`config.mk`:
```
export PLATFORM = sky130hd
export DESIGN_NAME = log_batch_space_allocator
export DESIGN_NICKNAME = d
export VERILOG_FILES = /design/src/design/lbsa_pkg.sv /design/src/design/lbsa_div.sv /design/src/design/lbsa_dp.sv /design/src/design/lbsa_ctrl.sv /design/src/design/log_batch_space_allocator.sv
export SDC_FILE = /design/constraint.sdc
export NUM_CORES = 2
export LEC_CHECK = 0
export BUFFER_PORTS_ARGS = -buffer_cell sky130_fd_sc_hd__clkbuf_2
export CAP_MARGIN = 20
export CORE_MARGIN = 2
export CORE_UTILIZATION = 35
export DETAILED_ROUTE_END_ITERATION = 16
export HOLD_SLACK_MARGIN = 0.06
export PLACE_DENSITY_LB_ADDON = 0.05
export SETUP_SLACK_MARGIN = 0.15
export SYNTH_ARGS = -nofsm -noshare
export SYNTH_HDL_FRONTEND = slang
export SYNTH_SLANG_ARGS = --single-unit
export TNS_END_PERCENT = 50
```
`constraint.sdc`:
```
create_clock -name clk_i -period 19.81 [get_ports clk_i]
set_clock_uncertainty 0.15 [all_clocks]
set_input_delay 2.9715 -clock clk_i [delete_from_list [all_inputs] [get_ports clk_i]]
set_output_delay 2.9715 -clock clk_i [all_outputs]
set_load 0.03 [all_outputs]
```
`src/design/lbsa_pkg.sv`:
```
// ----------------------------------------------------------------------------
// lbsa_pkg
// Shared types, codes and sizes of the log batch space allocator.
// ----------------------------------------------------------------------------
package lbsa_pkg;

  // Queue and batch sizes
  localparam int unsigned DEF_QUEUE_DEPTH = 16;
  localparam int unsigned MAX_ABSORB      = 16;
  localparam int unsigned NW              = $clog2(MAX_ABSORB + 1);

  // Divider width: covers tail plus record sectors
  localparam int unsigned DW = 33;

  // Operation codes
  localparam logic [1:0] OP_ENQ  = 2'd0;
  localparam logic [1:0] OP_FORM = 2'd1;
  localparam logic [1:0] OP_HEAD = 2'd2;
  localparam logic [1:0] OP_NONE = 2'd3;

  // Result status codes
  localparam logic [2:0] ST_QUEUED  = 3'd0;
  localparam logic [2:0] ST_QFULL   = 3'd1;
  localparam logic [2:0] ST_BATCHED = 3'd2;
  localparam logic [2:0] ST_LOGFULL = 3'd3;
  localparam logic [2:0] ST_QEMPTY  = 3'd4;
  localparam logic [2:0] ST_HEADSET = 3'd5;

  // Configuration register indexes
  localparam logic [2:0] CFG_LOG_SECTORS = 3'd0;
  localparam logic [2:0] CFG_SECTOR_BYTES = 3'd1;
  localparam logic [2:0] CFG_BLOCK_BYTES = 3'd2;
  localparam logic [2:0] CFG_RESERVE = 3'd3;
  localparam logic [2:0] CFG_HEADER = 3'd4;

  // Divider operand selection
  typedef enum logic [1:0] {
    DIV_ITEM,
    DIV_TOTAL,
    DIV_MOD
  } div_sel_e;

  // Controller to datapath commands
  typedef struct packed {
    logic       cap;
    logic       enq;
    logic       set_head;
    logic       walk_init;
    logic       take;
    logic       skip;
    logic       div_go;
    div_sel_e   div_sel;
    logic       place;
    logic       commit;
    logic       swp_init;
    logic       swp_copy;
    logic       swp_done;
    logic       emit;
    logic [2:0] st;
  } cmd_t;

  // Datapath to controller status
  typedef struct packed {
    logic [1:0] op;
    logic       q_full;
    logic       q_empty;
    logic       walk_end;
    logic       over_blk;
    logic       fits;
    logic       n_zero;
    logic       div_done;
    logic       out_free;
    logic       swp_end;
    logic       swp_taken;
  } sts_t;

endpackage

```
`src/design/lbsa_div.sv`:
```
// ----------------------------------------------------------------------------
// lbsa_div
// Restoring divider, one quotient bit per cycle.
// ----------------------------------------------------------------------------
module lbsa_div
  import lbsa_pkg::*;
(
  input  logic          clk_i,
  input  logic          rst_ni,
  input  logic          start_i,
  input  logic [DW-1:0] dividend_i,
  input  logic [31:0]   divisor_i,
  output logic          busy_o,
  output logic          done_o,
  output logic [DW-1:0] quot_o,
  output logic [31:0]   rem_o
);

  localparam int unsigned CW = $clog2(DW + 1);

  logic [DW-1:0] qd_q;
  logic [31:0]   rem_q;
  logic [31:0]   dvs_q;
  logic [CW-1:0] cnt_q;
  logic          busy_q;
  logic          done_q;

  logic [32:0] sh;
  logic [33:0] diff;
  logic        qbit;

  // Trial subtract of the shifted remainder
  assign sh   = {rem_q, qd_q[DW-1]};
  assign diff = {1'b0, sh} - {2'b00, dvs_q};
  assign qbit = ~diff[33];

  // Step the quotient and remainder
  always_ff @(posedge clk_i or negedge rst_ni) begin
    if (!rst_ni) begin
      busy_q <= 1'b0;
      done_q <= 1'b0;
      cnt_q  <= '0;
    end else if (start_i) begin
      busy_q <= 1'b1;
      done_q <= 1'b0;
      cnt_q  <= CW'(DW);
    end else if (busy_q) begin
      cnt_q <= cnt_q - 1'b1;
      if (cnt_q == CW'(1)) begin
        busy_q <= 1'b0;
        done_q <= 1'b1;
      end
    end else begin
      done_q <= 1'b0;
    end
  end

  always_ff @(posedge clk_i) begin
    if (start_i) begin
      qd_q  <= dividend_i;
      rem_q <= '0;
      dvs_q <= divisor_i;
    end else if (busy_q) begin
      qd_q  <= {qd_q[DW-2:0], qbit};
      rem_q <= qbit ? diff[31:0] : sh[31:0];
    end
  end

  assign busy_o = busy_q;
  assign done_o = done_q;
  assign quot_o = qd_q;
  assign rem_o  = rem_q;

endmodule

```
`src/design/lbsa_dp.sv`:
```
// ----------------------------------------------------------------------------
// lbsa_dp
// Datapath: configuration, pending queue, log pointers, batch walk and
// the output register.
// ----------------------------------------------------------------------------
module lbsa_dp
  import lbsa_pkg::*;
#(
  parameter int unsigned QUEUE_DEPTH = DEF_QUEUE_DEPTH
) (
  input  logic        clk_i,
  input  logic        rst_ni,
  input  cmd_t        cmd_i,
  output sts_t        sts_o,
  input  logic        cfg_we_i,
  input  logic [2:0]  cfg_index_i,
  input  logic [31:0] cfg_data_i,
  input  logic [1:0]  op_i,
  input  logic [7:0]  item_tag_i,
  input  logic [20:0] item_bytes_i,
  input  logic        item_frees_i,
  input  logic [31:0] new_head_i,
  input  logic        out_ready_i,
  output logic        out_valid_o,
  output logic [2:0]  status_o,
  output logic [7:0]  out_tag_o,
  output logic [31:0] batch_offset_o,
  output logic [31:0] batch_end_o,
  output logic        batch_wraps_o,
  output logic [31:0] wrap_offset_o,
  output logic [11:0] batch_sectors_o,
  output logic [63:0] seq_low_o,
  output logic [63:0] seq_high_o,
  output logic        last_o
);

  localparam int unsigned IW = $clog2(QUEUE_DEPTH + 1);
  localparam int unsigned AW = (QUEUE_DEPTH > 1) ? $clog2(QUEUE_DEPTH) : 1;

  // Configuration registers
  logic [31:0] log_sectors_q;
  logic [16:0] sector_bytes_q;
  logic [20:0] block_bytes_q;
  logic [31:0] reserve_q;
  logic [12:0] header_q;

  // Captured request
  logic [1:0]  op_q;
  logic [7:0]  tag_q;
  logic [20:0] ibytes_q;
  logic        ifrees_q;
  logic [31:0] nhead_q;

  // Pending queue
  logic [20:0] mem_bytes_q [QUEUE_DEPTH];
  logic        mem_frees_q [QUEUE_DEPTH];
  logic [7:0]  mem_tags_q  [QUEUE_DEPTH];
  logic [IW-1:0] count_q;

  // Log pointers
  logic [31:0] tail_q;
  logic [31:0] head_q;
  logic [63:0] seq_q;

  // Walk and sweep state
  logic [IW-1:0]          idx_q;
  logic [IW-1:0]          wr_q;
  logic [NW-1:0]          n_q;
  logic [NW-1:0]          k_q;
  logic [21:0]            bytes_q;
  logic                   all_free_q;
  logic [31:0]            room_q;
  logic [31:0]            base_q;
  logic [QUEUE_DEPTH-1:0] taken_q;
  logic [23:0]            nsec_q;
  logic                   wraps_q;
  logic [31:0]            off_q;
  logic [31:0]            wrapoff_q;
  logic [63:0]            seqlo_q;
  logic [63:0]            seqhi_q;

  // Output register
  logic        out_valid_q;
  logic [2:0]  status_q;
  logic [7:0]  otag_q;
  logic [31:0] obatch_off_q;
  logic [31:0] oend_q;
  logic        owraps_q;
  logic [31:0] owrapoff_q;
  logic [11:0] osec_q;
  logic [63:0] oseqlo_q;
  logic [63:0] oseqhi_q;
  logic        olast_q;

  // Divider link
  logic          div_busy;
  logic          div_done;
  logic [DW-1:0] div_quot;
  logic [31:0]   div_rem;
  logic [DW-1:0] div_dvd;
  logic [31:0]   div_dvs;

  logic [AW-1:0] ridx;
  logic [20:0]   rd_bytes;
  logic          rd_frees;
  logic [7:0]    rd_tag;
  logic [16:0]   sb_eff;
  logic [22:0]   sum;
  logic [23:0]   item_dvd;
  logic [23:0]   tot_dvd;
  logic [32:0]   mod_dvd;
  logic [33:0]   consume;
  logic [31:0]   avail;
  logic [31:0]   used;
  logic [31:0]   free_sec;
  logic [31:0]   room;
  logic [31:0]   end_off;
  logic          out_free;

  assign ridx     = idx_q[AW-1:0];
  assign rd_bytes = mem_bytes_q[ridx];
  assign rd_frees = mem_frees_q[ridx];
  assign rd_tag   = mem_tags_q[ridx];
  assign sb_eff   = (sector_bytes_q == '0) ? 17'd1 : sector_bytes_q;
  assign out_free = ~out_valid_q | out_ready_i;

  // Byte totals and ceiling dividends
  assign sum      = {1'b0, bytes_q} + {2'b00, rd_bytes};
  assign item_dvd = {1'b0, sum} + {7'd0, sb_eff} - 24'd1;
  assign tot_dvd  = {2'b00, bytes_q} + {7'd0, sb_eff} - 24'd1;
  assign mod_dvd  = wraps_q ? {9'd0, nsec_q} : ({1'b0, tail_q} + {9'd0, nsec_q});

  // Select divider operands
  always_comb begin
    div_dvd = {9'd0, item_dvd};
    div_dvs = {15'd0, sb_eff};
    case (cmd_i.div_sel)
      DIV_TOTAL: div_dvd = {9'd0, tot_dvd};
      DIV_MOD: begin
        div_dvd = mod_dvd;
        div_dvs = log_sectors_q;
      end
      default: div_dvd = {9'd0, item_dvd};
    endcase
  end

  lbsa_div u_div (
    .clk_i      (clk_i),
    .rst_ni     (rst_ni),
    .start_i    (cmd_i.div_go),
    .dividend_i (div_dvd),
    .divisor_i  (div_dvs),
    .busy_o     (div_busy),
    .done_o     (div_done),
    .quot_o     (div_quot),
    .rem_o      (div_rem)
  );

  // Free sectors between tail and head, and room to region end
  always_comb begin
    if (tail_q >= head_q) begin
      used = tail_q - head_q;
    end else if ((head_q - tail_q) > log_sectors_q) begin
      used = log_sectors_q;
    end else begin
      used = log_sectors_q - (head_q - tail_q);
    end
    if (({1'b0, used} + 33'd1) >= {1'b0, log_sectors_q}) begin
      free_sec = '0;
    end else begin
      free_sec = log_sectors_q - used - 32'd1;
    end
    room = (tail_q >= log_sectors_q) ? 32'd0 : log_sectors_q - tail_q;
  end

  // Fit test of the current item
  always_comb begin
    if (div_quot <= {1'b0, room_q}) begin
      consume = {1'b0, div_quot};
    end else begin
      consume = {2'b00, room_q} + {1'b0, div_quot};
    end
    if (all_free_q && rd_frees) begin
      avail = base_q;
    end else begin
      avail = (base_q > reserve_q) ? base_q - reserve_q : 32'd0;
    end
  end

  assign end_off = (log_sectors_q == '0) ? 32'd0 : div_rem;

  // Configuration writes
  always_ff @(posedge clk_i or negedge rst_ni) begin
    if (!rst_ni) begin
      log_sectors_q  <= 32'd65536;
      sector_bytes_q <= 17'd512;
      block_bytes_q  <= 21'd8192;
      reserve_q      <= 32'd0;
      header_q       <= 13'd64;
    end else if (cfg_we_i) begin
      unique case (cfg_index_i)
        CFG_LOG_SECTORS:  log_sectors_q  <= cfg_data_i;
        CFG_SECTOR_BYTES: sector_bytes_q <= cfg_data_i[16:0];
        CFG_BLOCK_BYTES:  block_bytes_q  <= cfg_data_i[20:0];
        CFG_RESERVE:      reserve_q      <= cfg_data_i;
        CFG_HEADER:       header_q       <= cfg_data_i[12:0];
        default: ;
      endcase
    end
  end

  // Capture the request
  always_ff @(posedge clk_i) begin
    if (cmd_i.cap) begin
      op_q     <= op_i;
      tag_q    <= item_tag_i;
      ibytes_q <= item_bytes_i;
      ifrees_q <= item_frees_i;
      nhead_q  <= new_head_i;
    end
  end

  // Queue storage: enqueue at the end, compact during the sweep
  always_ff @(posedge clk_i) begin
    if (cmd_i.enq) begin
      mem_bytes_q[count_q[AW-1:0]] <= ibytes_q;
      mem_frees_q[count_q[AW-1:0]] <= ifrees_q;
      mem_tags_q[count_q[AW-1:0]]  <= tag_q;
    end else if (cmd_i.swp_copy) begin
      mem_bytes_q[wr_q[AW-1:0]] <= rd_bytes;
      mem_frees_q[wr_q[AW-1:0]] <= rd_frees;
      mem_tags_q[wr_q[AW-1:0]]  <= rd_tag;
    end
  end

  // Control state of the queue and the log
  always_ff @(posedge clk_i or negedge rst_ni) begin
    if (!rst_ni) begin
      count_q    <= '0;
      tail_q     <= '0;
      head_q     <= '0;
      seq_q      <= 64'd1;
      idx_q      <= '0;
      wr_q       <= '0;
      n_q        <= '0;
      k_q        <= '0;
      taken_q    <= '0;
      all_free_q <= 1'b1;
    end else begin
      if (cmd_i.enq) begin
        count_q <= count_q + 1'b1;
      end
      if (cmd_i.set_head) begin
        head_q <= nhead_q;
      end
      if (cmd_i.walk_init) begin
        idx_q      <= '0;
        n_q        <= '0;
        taken_q    <= '0;
        all_free_q <= 1'b1;
      end
      if (cmd_i.take) begin
        taken_q[ridx] <= 1'b1;
        n_q           <= n_q + 1'b1;
        idx_q         <= idx_q + 1'b1;
        all_free_q    <= all_free_q & rd_frees;
      end
      if (cmd_i.skip) begin
        idx_q <= idx_q + 1'b1;
      end
      if (cmd_i.commit) begin
        tail_q <= end_off;
        seq_q  <= seq_q + (wraps_q ? 64'd2 : 64'd1);
      end
      if (cmd_i.swp_init) begin
        idx_q <= '0;
        wr_q  <= '0;
        k_q   <= '0;
      end
      if (cmd_i.swp_copy) begin
        idx_q <= idx_q + 1'b1;
        wr_q  <= wr_q + 1'b1;
      end
      if (cmd_i.emit && (cmd_i.st == ST_BATCHED)) begin
        idx_q <= idx_q + 1'b1;
        k_q   <= k_q + 1'b1;
      end
      if (cmd_i.swp_done) begin
        count_q <= wr_q;
      end
    end
  end

  // Batch payload registers
  always_ff @(posedge clk_i) begin
    if (cmd_i.walk_init) begin
      bytes_q <= {9'd0, header_q};
      room_q  <= room;
      base_q  <= free_sec;
    end
    if (cmd_i.take) begin
      bytes_q <= sum[21:0];
    end
    if (cmd_i.place) begin
      nsec_q    <= div_quot[23:0];
      wraps_q   <= (div_quot > {1'b0, room_q});
      off_q     <= (div_quot > {1'b0, room_q}) ? 32'd0 : tail_q;
      wrapoff_q <= (div_quot > {1'b0, room_q}) ? tail_q : 32'd0;
    end
    if (cmd_i.commit) begin
      seqlo_q <= seq_q;
      seqhi_q <= wraps_q ? seq_q + 64'd1 : seq_q;
    end
  end

  // Output register: load on emit, drop when taken
  always_ff @(posedge clk_i or negedge rst_ni) begin
    if (!rst_ni) begin
      out_valid_q <= 1'b0;
    end else if (cmd_i.emit) begin
      out_valid_q <= 1'b1;
    end else if (out_ready_i) begin
      out_valid_q <= 1'b0;
    end
  end

  always_ff @(posedge clk_i) begin
    if (cmd_i.emit) begin
      status_q     <= cmd_i.st;
      otag_q       <= 8'd0;
      obatch_off_q <= 32'd0;
      oend_q       <= 32'd0;
      owraps_q     <= 1'b0;
      owrapoff_q   <= 32'd0;
      osec_q       <= 12'd0;
      oseqlo_q     <= 64'd0;
      oseqhi_q     <= 64'd0;
      olast_q      <= 1'b1;
      case (cmd_i.st) inside
        ST_QUEUED, ST_QFULL: otag_q <= tag_q;
        ST_LOGFULL: otag_q <= mem_tags_q[0];
        ST_BATCHED: begin
          otag_q       <= rd_tag;
          obatch_off_q <= off_q;
          oend_q       <= tail_q;
          owraps_q     <= wraps_q;
          owrapoff_q   <= wrapoff_q;
          osec_q       <= (nsec_q > 24'd4095) ? 12'd4095 : nsec_q[11:0];
          oseqlo_q     <= seqlo_q;
          oseqhi_q     <= seqhi_q;
          olast_q      <= ((k_q + 1'b1) == n_q);
        end
        default: otag_q <= 8'd0;
      endcase
    end
  end

  // Status to the controller
  always_comb begin
    sts_o.op        = op_q;
    sts_o.q_full    = (count_q >= IW'(QUEUE_DEPTH));
    sts_o.q_empty   = (count_q == '0);
    sts_o.walk_end  = (idx_q >= count_q) || (n_q >= NW'(MAX_ABSORB));
    sts_o.over_blk  = (n_q != '0) && (sum > {2'b00, block_bytes_q});
    sts_o.fits      = (consume <= {2'b00, avail});
    sts_o.n_zero    = (n_q == '0);
    sts_o.div_done  = div_done;
    sts_o.out_free  = out_free;
    sts_o.swp_end   = (idx_q >= count_q);
    sts_o.swp_taken = taken_q[ridx];
  end

  assign out_valid_o     = out_valid_q;
  assign status_o        = status_q;
  assign out_tag_o       = otag_q;
  assign batch_offset_o  = obatch_off_q;
  assign batch_end_o     = oend_q;
  assign batch_wraps_o   = owraps_q;
  assign wrap_offset_o   = owrapoff_q;
  assign batch_sectors_o = osec_q;
  assign seq_low_o       = oseqlo_q;
  assign seq_high_o      = oseqhi_q;
  assign last_o          = olast_q;

  // Checks
  a_count_bound: assert property (@(posedge clk_i) disable iff (!rst_ni)
    count_q <= IW'(QUEUE_DEPTH)) else $error("queue count above depth");
  a_enq_count: assert property (@(posedge clk_i) disable iff (!rst_ni)
    cmd_i.enq |=> count_q == $past(count_q) + 1'b1) else $error("enqueue lost");
  a_batch_nonempty: assert property (@(posedge clk_i) disable iff (!rst_ni)
    (cmd_i.emit && cmd_i.st == ST_BATCHED) |-> n_q != '0)
    else $error("batched result with no absorbed item");
  a_div_idle: assert property (@(posedge clk_i) disable iff (!rst_ni)
    cmd_i.div_go |-> !div_busy) else $error("divider restarted while busy");

endmodule

```
`src/design/lbsa_ctrl.sv`:
```
// ----------------------------------------------------------------------------
// lbsa_ctrl
// Controller: sequences decode, batch walk, placement and the result sweep.
// ----------------------------------------------------------------------------
module lbsa_ctrl
  import lbsa_pkg::*;
(
  input  logic clk_i,
  input  logic rst_ni,
  input  logic in_valid_i,
  output logic in_ready_o,
  input  sts_t sts_i,
  output cmd_t cmd_o
);

  localparam logic [3:0] S_IDLE = 4'd0;
  localparam logic [3:0] S_DEC  = 4'd1;
  localparam logic [3:0] S_CHK  = 4'd2;
  localparam logic [3:0] S_DIVI = 4'd3;
  localparam logic [3:0] S_TOT  = 4'd4;
  localparam logic [3:0] S_DIVT = 4'd5;
  localparam logic [3:0] S_MOD  = 4'd6;
  localparam logic [3:0] S_DIVM = 4'd7;
  localparam logic [3:0] S_SWP  = 4'd8;

  logic [3:0] state_q;
  logic [3:0] state_d;

  always_ff @(posedge clk_i or negedge rst_ni) begin
    if (!rst_ni) begin
      state_q <= S_IDLE;
    end else begin
      state_q <= state_d;
    end
  end

  assign in_ready_o = (state_q == S_IDLE);

  // Next state and commands
  always_comb begin
    state_d = state_q;
    cmd_o   = '0;
    unique case (state_q)
      S_IDLE: begin
        if (in_valid_i) begin
          cmd_o.cap = 1'b1;
          state_d   = S_DEC;
        end
      end
      S_DEC: begin
        unique case (sts_i.op)
          OP_ENQ: begin
            if (sts_i.out_free) begin
              cmd_o.emit = 1'b1;
              cmd_o.st   = sts_i.q_full ? ST_QFULL : ST_QUEUED;
              cmd_o.enq  = ~sts_i.q_full;
              state_d    = S_IDLE;
            end
          end
          OP_HEAD: begin
            if (sts_i.out_free) begin
              cmd_o.emit     = 1'b1;
              cmd_o.st       = ST_HEADSET;
              cmd_o.set_head = 1'b1;
              state_d        = S_IDLE;
            end
          end
          OP_FORM: begin
            if (!sts_i.q_empty) begin
              cmd_o.walk_init = 1'b1;
              state_d         = S_CHK;
            end else if (sts_i.out_free) begin
              cmd_o.emit = 1'b1;
              cmd_o.st   = ST_QEMPTY;
              state_d    = S_IDLE;
            end
          end
          default: state_d = S_IDLE;
        endcase
      end
      S_CHK: begin
        if (sts_i.walk_end || sts_i.over_blk) begin
          state_d = S_TOT;
        end else begin
          cmd_o.div_go  = 1'b1;
          cmd_o.div_sel = DIV_ITEM;
          state_d       = S_DIVI;
        end
      end
      S_DIVI: begin
        if (sts_i.div_done) begin
          if (sts_i.fits) begin
            cmd_o.take = 1'b1;
            state_d    = S_CHK;
          end else if (!sts_i.n_zero) begin
            state_d = S_TOT;
          end else begin
            cmd_o.skip = 1'b1;
            state_d    = S_CHK;
          end
        end
      end
      S_TOT: begin
        if (!sts_i.n_zero) begin
          cmd_o.div_go  = 1'b1;
          cmd_o.div_sel = DIV_TOTAL;
          state_d       = S_DIVT;
        end else if (sts_i.out_free) begin
          cmd_o.emit = 1'b1;
          cmd_o.st   = ST_LOGFULL;
          state_d    = S_IDLE;
        end
      end
      S_DIVT: begin
        if (sts_i.div_done) begin
          cmd_o.place = 1'b1;
          state_d     = S_MOD;
        end
      end
      S_MOD: begin
        cmd_o.div_go  = 1'b1;
        cmd_o.div_sel = DIV_MOD;
        state_d       = S_DIVM;
      end
      S_DIVM: begin
        if (sts_i.div_done) begin
          cmd_o.commit   = 1'b1;
          cmd_o.swp_init = 1'b1;
          state_d        = S_SWP;
        end
      end
      S_SWP: begin
        if (sts_i.swp_end) begin
          cmd_o.swp_done = 1'b1;
          state_d        = S_IDLE;
        end else if (sts_i.swp_taken) begin
          if (sts_i.out_free) begin
            cmd_o.emit = 1'b1;
            cmd_o.st   = ST_BATCHED;
          end
        end else begin
          cmd_o.swp_copy = 1'b1;
        end
      end
      default: state_d = S_IDLE;
    endcase
  end

endmodule

```
`src/design/log_batch_space_allocator.sv`:
```
// ----------------------------------------------------------------------------
// log_batch_space_allocator
// Group-commit batch allocator for a circular log: pending queue, head and
// tail pointers, batch formation with reserve enforcement and wrap markers.
// ----------------------------------------------------------------------------
//  Channel   Direction  Handshake                 Payload
//  in        input      in_valid_i / in_ready_o   op, item_tag, item_bytes,
//                                                 item_frees, new_head
//  out       output     out_valid_o / out_ready_i status .. last
//  cfg       input      cfg_valid_i / cfg_ready_o cfg_index_i, cfg_data_i
//
//  Enqueue and set-head requests are answered from decode, after any output stall.
//  Batch formation runs the shared divider once for each tested queue entry,
//  then twice more to size and place the record, then sweeps every queue
//  entry once to emit the results and compact the queue.
//  A new request is taken only once the previous one is finished; the output
//  register lets the last result wait while the next request is taken.
//  Reset is asynchronous; no clearing pass is needed.
// ----------------------------------------------------------------------------
module log_batch_space_allocator
  import lbsa_pkg::*;
#(
  parameter int unsigned QUEUE_DEPTH = DEF_QUEUE_DEPTH
) (
  input  logic        clk_i,
  input  logic        rst_ni,
  input  logic        in_valid_i,
  output logic        in_ready_o,
  input  logic [1:0]  op_i,
  input  logic [7:0]  item_tag_i,
  input  logic [20:0] item_bytes_i,
  input  logic        item_frees_i,
  input  logic [31:0] new_head_i,
  output logic        out_valid_o,
  input  logic        out_ready_i,
  output logic [2:0]  status_o,
  output logic [7:0]  out_tag_o,
  output logic [31:0] batch_offset_o,
  output logic [31:0] batch_end_o,
  output logic        batch_wraps_o,
  output logic [31:0] wrap_offset_o,
  output logic [11:0] batch_sectors_o,
  output logic [63:0] seq_low_o,
  output logic [63:0] seq_high_o,
  output logic        last_o,
  input  logic        cfg_valid_i,
  output logic        cfg_ready_o,
  input  logic [2:0]  cfg_index_i,
  input  logic [31:0] cfg_data_i
);

  cmd_t cmd;
  sts_t sts;

  // Configuration writes are always taken
  assign cfg_ready_o = 1'b1;

  lbsa_ctrl u_ctrl (
    .clk_i      (clk_i),
    .rst_ni     (rst_ni),
    .in_valid_i (in_valid_i),
    .in_ready_o (in_ready_o),
    .sts_i      (sts),
    .cmd_o      (cmd)
  );

  lbsa_dp #(
    .QUEUE_DEPTH (QUEUE_DEPTH)
  ) u_dp (
    .clk_i           (clk_i),
    .rst_ni          (rst_ni),
    .cmd_i           (cmd),
    .sts_o           (sts),
    .cfg_we_i        (cfg_valid_i),
    .cfg_index_i     (cfg_index_i),
    .cfg_data_i      (cfg_data_i),
    .op_i            (op_i),
    .item_tag_i      (item_tag_i),
    .item_bytes_i    (item_bytes_i),
    .item_frees_i    (item_frees_i),
    .new_head_i      (new_head_i),
    .out_ready_i     (out_ready_i),
    .out_valid_o     (out_valid_o),
    .status_o        (status_o),
    .out_tag_o       (out_tag_o),
    .batch_offset_o  (batch_offset_o),
    .batch_end_o     (batch_end_o),
    .batch_wraps_o   (batch_wraps_o),
    .wrap_offset_o   (wrap_offset_o),
    .batch_sectors_o (batch_sectors_o),
    .seq_low_o       (seq_low_o),
    .seq_high_o      (seq_high_o),
    .last_o          (last_o)
  );

endmodule
```
Word level (Yosys, flattened, before mapping)
Memories as Yosys holds them, arrays and structs flattened.
Cells that the tools add are included.
- flip-flop bits (word level): 1011
- latch bits: 0
- bits in writable memories: 480
- memory bits (read-only): 0
- bits of input ports: 104
- output and inout port bits: 252
- logic and storage cells: 273
- memories: 3
- memory list (name ; depth ; bits a word ; rd ports ; clocked after memory_dff ; wr ports ; RTL line ; text):
    u_dp.mem_bytes_q ; 16 ; 21 ; 1 ; 0 ; 1 ; lbsa_dp.sv:55 ; logic [20:0] mem_bytes_q [QUEUE_DEPTH];
    u_dp.mem_tags_q ; 16 ; 8 ; 2 ; 0 ; 1 ; lbsa_dp.sv:57 ; logic [7:0] mem_tags_q [QUEUE_DEPTH];
    u_dp.mem_frees_q ; 16 ; 1 ; 1 ; 0 ; 1 ; lbsa_dp.sv:56 ; logic mem_frees_q [QUEUE_DEPTH];
- add/sub/neg operators: 24
- multiply operators: 0
- divide/modulo/power cells: 0
- magnitude comparators: 15
- equal/unequal tests: 27
- shifts and indexed selects: 0
- multiplexer cells: 115
- bitwise logic cells: 7
- reductions and logical operators: 34
- operators with widths (operator ; count):
    2-to-1 mux 32 bit ; 6
    subtractor 32 bit ; 6
    2-to-1 mux 33 bit ; 3
    2-to-1 mux 4 bit ; 21
    one-hot mux 33 bit (2 select lines) ; 1
    adder 64 x 1 -> 64 bit (second input constant) ; 1
    adder 64 bit ; 1
    >= comparator 32 bit ; 2
    greater-than comparator 32 bit ; 2
    2-to-1 mux 64 bit ; 1
    2-to-1 mux 5 bit ; 12
    subtractor 24 x 1 -> 24 bit (second input constant) ; 2
    2-to-1 mux 22 bit ; 2
    2-to-1 mux 1 bit ; 38
    one-hot mux 4 bit (9 select lines) ; 1
    adder 32 x 33 -> 34 bit ; 1
    less-or-equal comparator 34 x 32 -> 1 bit ; 1
    2-to-1 mux 17 bit ; 2
    2-to-1 mux 34 bit ; 1
    subtractor 33 x 32 -> 34 bit ; 1
    adder 32 x 1 -> 33 bit (second input constant) ; 1
    adder 32 x 24 -> 33 bit ; 1
    >= comparator 33 x 32 -> 1 bit ; 1
    greater-than comparator 33 x 32 -> 1 bit ; 1
    61 further kinds ; 113

Logic depth before layout (Yosys ltp)
- depth after elaboration: 12
- mapped depth: 49
- depth with buffers taken out: 44

Cells and area by module
Synthesis repeated with hierarchy kept, for this count alone.
- cell total of the unflattened synthesis: 6865
- area total of the unflattened synthesis: 80815.0 µm²
- modules (own cells, without submodules) (module ; times used ; cells an instance ; area an instance (µm²) ; seq. area each (µm²)):
    lbsa_dp ; 1 ; 6218 ; 74258.7 ; 40075.9
    lbsa_div ; 1 ; 564 ; 5947.0 ; 2792.7
    lbsa_ctrl ; 1 ; 81 ; 598.1 ; 100.1
    log_batch_space_allocator ; 1 ; 2 ; 11.3 ; 0.0

Least setup slack after synthesis
No wires, ideal clock.
- kind: input-to-reg
- from: in out_ready_i
- to: reg u_dp.oend_q[0] (netlist: u_dp.batch_end_o[0]), enable pin
- setup time: 1204 ps
- arrival time: 20526 ps
- data required time: 18456 ps
- path slack: -2070 ps
- stages on the path: 3
- path buffers: 0
- path through: nand2b_1 -> inv_1 -> o21ai_0
- RTL lines (item ; RTL line ; text):
    start: declaration ; log_batch_space_allocator.sv:35 ; input logic out_ready_i,
    end signal: assignment ; lbsa_dp.sv:345 ; oend_q <= tail_q;
    end: declaration ; lbsa_dp.sv:87 ; logic [31:0] oend_q;

Worst setup path in the final report
- from: reg u_dp.tail_q[1]
- to: reg u_dp.base_q[5] (data pin)
- word-level cells in the longest chain between the ends: 6
- elaborated cells on any way between the ends: 11
- classes of those cells: 6 x add/sub; 3 x order compare; 2 x mux
- ends and longest elaborated chain (item ; RTL line ; text):
    start: declaration ; lbsa_dp.sv:61 ; logic [31:0] tail_q;
    start signal: assignment ; lbsa_dp.sv:272 ; tail_q <= end_off;
    subtractor 32 bit ; lbsa_dp.sv:163, lbsa_dp.sv:166 ;
    subtractor 32 bit or greater-than comparator 32 bit (tied branches) ; lbsa_dp.sv:166, lbsa_dp.sv:163 ;
    2-to-1 mux 32 bit ; lbsa_dp.sv:163 ; end else if ((head_q - tail_q) > log_sectors_q) begin
    2-to-1 mux 32 bit (*) ; lbsa_dp.sv:161 ; if (tail_q >= head_q) begin
    subtractor 32 bit or adder 32 x 1 -> 33 bit (tied branches) ; lbsa_dp.sv:171, lbsa_dp.sv:168 ;
    subtractor 32 x 1 -> 32 bit or >= comparator 33 x 32 -> 1 bit (tied branches) ; lbsa_dp.sv:171, lbsa_dp.sv:168 ;
    end signal: assignment ; lbsa_dp.sv:299 ; base_q <= free_sec;
    end: declaration ; lbsa_dp.sv:73 ; logic [31:0] base_q;
Every way passes the cells marked *; elsewhere a longest branch is shown, timed or not.
A chain may end at the register's enable or synchronous reset.

==> impl_metrics.csv <==
group,metric,value,unit
routing,vias_per_cell,5.39,
critical_path,required,20350,ps
place,dp_hpwl,207,mm
yosys,yosysSeqAreaShare,53.2,%
cts,ctsHtreeMaxLevel,4,
global_routing,grt_max_degree,201,
layout,area_delta_synth_final,13.7,%
yosys,synthesis.area,80800,um^2
yosys,synth-simple-area-share,12.3,%
sta,rsz0062_at_grt,"no",
yosys,syn_nets,7567,
yosys,synth-edff-count,1161,
layout,layout_commonest_cell,"edfxtp_1",
yosys,synth_compound_area_share,11.5,%
sta,hold_slack,325,ps
floorplan,ioPinCount,356,
job,cap_violations,0,
min_path,hold_start,"u_dp.nhead_q[23]",
yosys,synth_xor_area_share,5.07,%
yosys,yosys.area.top_type,"edfxtp_1",
sta,hold_viol,0,
cts,cts.sinks,1491,
yosys,yosysUniqueCellTypes,110,
sta,worst_pin_slew,1180,ps
critical_path,crit_type,"reg2reg",
routing,vias,56411,
critical_path,crit_family,"compound AO/OA/AOI/OAI gates",
place,placed_cell_area,86200,um^2
yosys,synth_cells,6953,
critical_path,reg2reg_slack,9480,ps
floorplan,die_h,484,um
power_and_ir_drop,power_density,183,nW/um^2
global_routing,track_usage,23.6,%
global_routing,grt_pass1_vias,56036,
critical_path,worst_path_most_repeated_cell,"a21oi_1",
floorplan,die-area,235000,um^2
layout,layout-drive-gt1-share,14.8,%
critical_path,reg2reg_depth,40,
critical_path,r2r-start,"u_dp.tail_q[1]",
layout,final_area,91800,um^2
cts,cts_buffer_depth,3,
routing,drt_pass1_iterations,6,
place,globalplace.congestion,0.905,
layout,final_cell_mix,"1,161 x edfxtp_1, 496 x ha_1, 486 x nand2_1",
critical_path,cp_num_cells,40,
floorplan,die_w,484,um
global_routing,antenna_found_initial,22,
power_and_ir_drop,p_total,16.8,mW
critical_path,critPathLaunchType,"flop",
critical_path,path_buf_inv,2,
power_and_ir_drop,p_leak,35.8,nW
sta,drv_slew,0,
yosys,synth_mux_area_share,6.38,%
yosys,synthTopCellsByArea,"edfxtp_1 43%, dfrtp_1 9.0%, ha_1 7.7%",
floorplan,core,230000,um^2
sta,period_needed,10330,ps
yosys,synth_top_family_by_area,"simple AND/OR/NAND/NOR gates",
cts,clockRootBuffer,"clkbuf_16",
place,io_buffer_count,354,
sta,setup_viol,0,
sta,max_freq,0.0968,GHz
critical_path,r2r-end,"u_dp.base_q[5]",
global_routing,grt_pass1_wl,405,mm
floorplan,placementRows,176,
cts,hold_buffers,0,
yosys,synth-seq-cells,1491,
critical_path,setup.worst_path.start,"u_dp.tail_q[1]",
yosys,avgSynthCellArea,11.6,um^2
critical_path,endpoint_kind,"flop",
yosys,synth_top_area_share,43.2,%
critical_path,cp_max_fo,39,
cts,clock_latency,870,ps
routing,drc_errors,0,
layout,fin_nets,7901,
routing,wl_per_cell,26.9,um
cts,cts_tree,"built",
cts,cts_buffers,172,
critical_path,critPathMaxStageDelay,800,ps
sta,maxSlewHeadroom,20.8,%
global_routing,grt.overflow.total,0,
min_path,whs_endpoint,"u_dp.head_q[23]",
floorplan,initial_core_util,35.2,%
critical_path,arrival,10880,ps
power_and_ir_drop,vdd_drop_max,108,uV
critical_path,cp_slowest_cell,"a41oi_4",
yosys,synth_top_flop_cell,"edfxtp_1",
yosys,synthAdderAreaFrac,8.02,%
routing,drtIter0Drc,4624,
min_path,min_path_type,"reg2reg",
sta,period_share,52.2,%
yosys,yosysWarnings,0,
cts,post-cts-setup-buffer-count,0,
yosys,async_flop_share,20.0,%
sta,setup_tns,0,ps
min_path,min_delay_path_depth,1,
cts,path_clk_slew,60,ps
routing,ant_nets,0,
routing,finalWirelength,281,mm
status,status,"finished, final reports clean",
cts,postCtsResizedCells,0,
-- per-layer routing --
metal / up-vias / track usage, % / share of wire [%]
li1: 26154 / - / -
met5: - / 0 / 0.029
met4: 12 / 6.10 / 2.6
met1: 28451 / 33.8 / 47
met3: 311 / 3.61 / 5.1
met2: 1483 / 37.1 / 45
-- metrics by stage --
| step | instances | setup slack [ps] | util (%) |
|---|---|---|---|
| after floorplan | 6953 | 4640 | - |
| after global placement | 10136 | 9770 | 37.5 |
| after detailed placement | 10137 | 9730 | 37.5 |
| after CTS | 10453 | 9610 | 40.0 |
| after global routing | 10457 | 8680 | 40.0 |
| final | 10465 | 9480 | 40.0 |
-- flip-flops by register name, summed over array words and instances, names as in the netlist, 33 cells and up --
name               count
u_dp.mem_bytes_q     336
u_dp.mem_tags_q      128
u_dp.seq_high_o       64
u_dp.seq_low_o        64
u_dp.seq_q            64
u_dp.seqhi_q          64
u_dp.seqlo_q          64
u_dp.u_div.quot_o     33
-- layout make-up --
class / instances / area (um^2)
antenna: 10 / 25.0
clock buffer: 230 / 4600
clock inverter: 86 / 948
fill: 22096 / 138000
inverter: 450 / 1690
multi-input combinational: 4717 / 35200
sequential: 1491 / 43000
tap: 3026 / 3790
timing repair buffer: 455 / 2570
-- report_power, final --
part	switching, mW	total [mW]	internal [mW]
logic	5.71	9.26	3.55
clock network	1.37	3.14	1.77
registers	0.391	4.41	4.02
-- cells in the mapped netlist (all sizes together), types with 23 or more instances --
cell type / instances
nand4: 105
a22oi: 34
edfxtp: 1161
ha: 497
inv: 448
dfxtp: 32
o21ai: 426
and2: 259
dfrtp: 292
xor2: 183
or3: 38
o211ai: 31
mux4: 155
nand3: 114
a221oi: 30
nor2b: 70
nor4: 41
a211oi: 69
nor2: 469
or2: 23
o21bai: 50
o21a: 65
nor3: 167
nand2b: 84
a31oi: 44
clkbuf: 233
nand2: 488
a21oi: 326
o31ai: 38
xnor2: 285
and3: 46
mux2: 130
buf: 62
a21o: 173
-- logic make-up after synthesis --
| kind of cell | Yosys count |
|---|---|
| other cells | 1 |
| simple gates | 1989 |
| flops | 1491 |
| mux | 304 |
| buf+inv | 745 |
| xor+xnor | 468 |
| fa+ha+maj | 510 |
| compound gates | 1445 |
-- worst max-delay path by stage --
| stage | endpoint |
|---|---|
| floorplan | u_dp.batch_end_o[0] |
| global placement | u_dp.base_q[5] |
| detailed placement | u_dp.base_q[5] |
| CTS | u_dp.base_q[5] |
| global route | u_dp.base_q[5] |
| finish | u_dp.base_q[5] |
(Power assumes the default switching activity.)
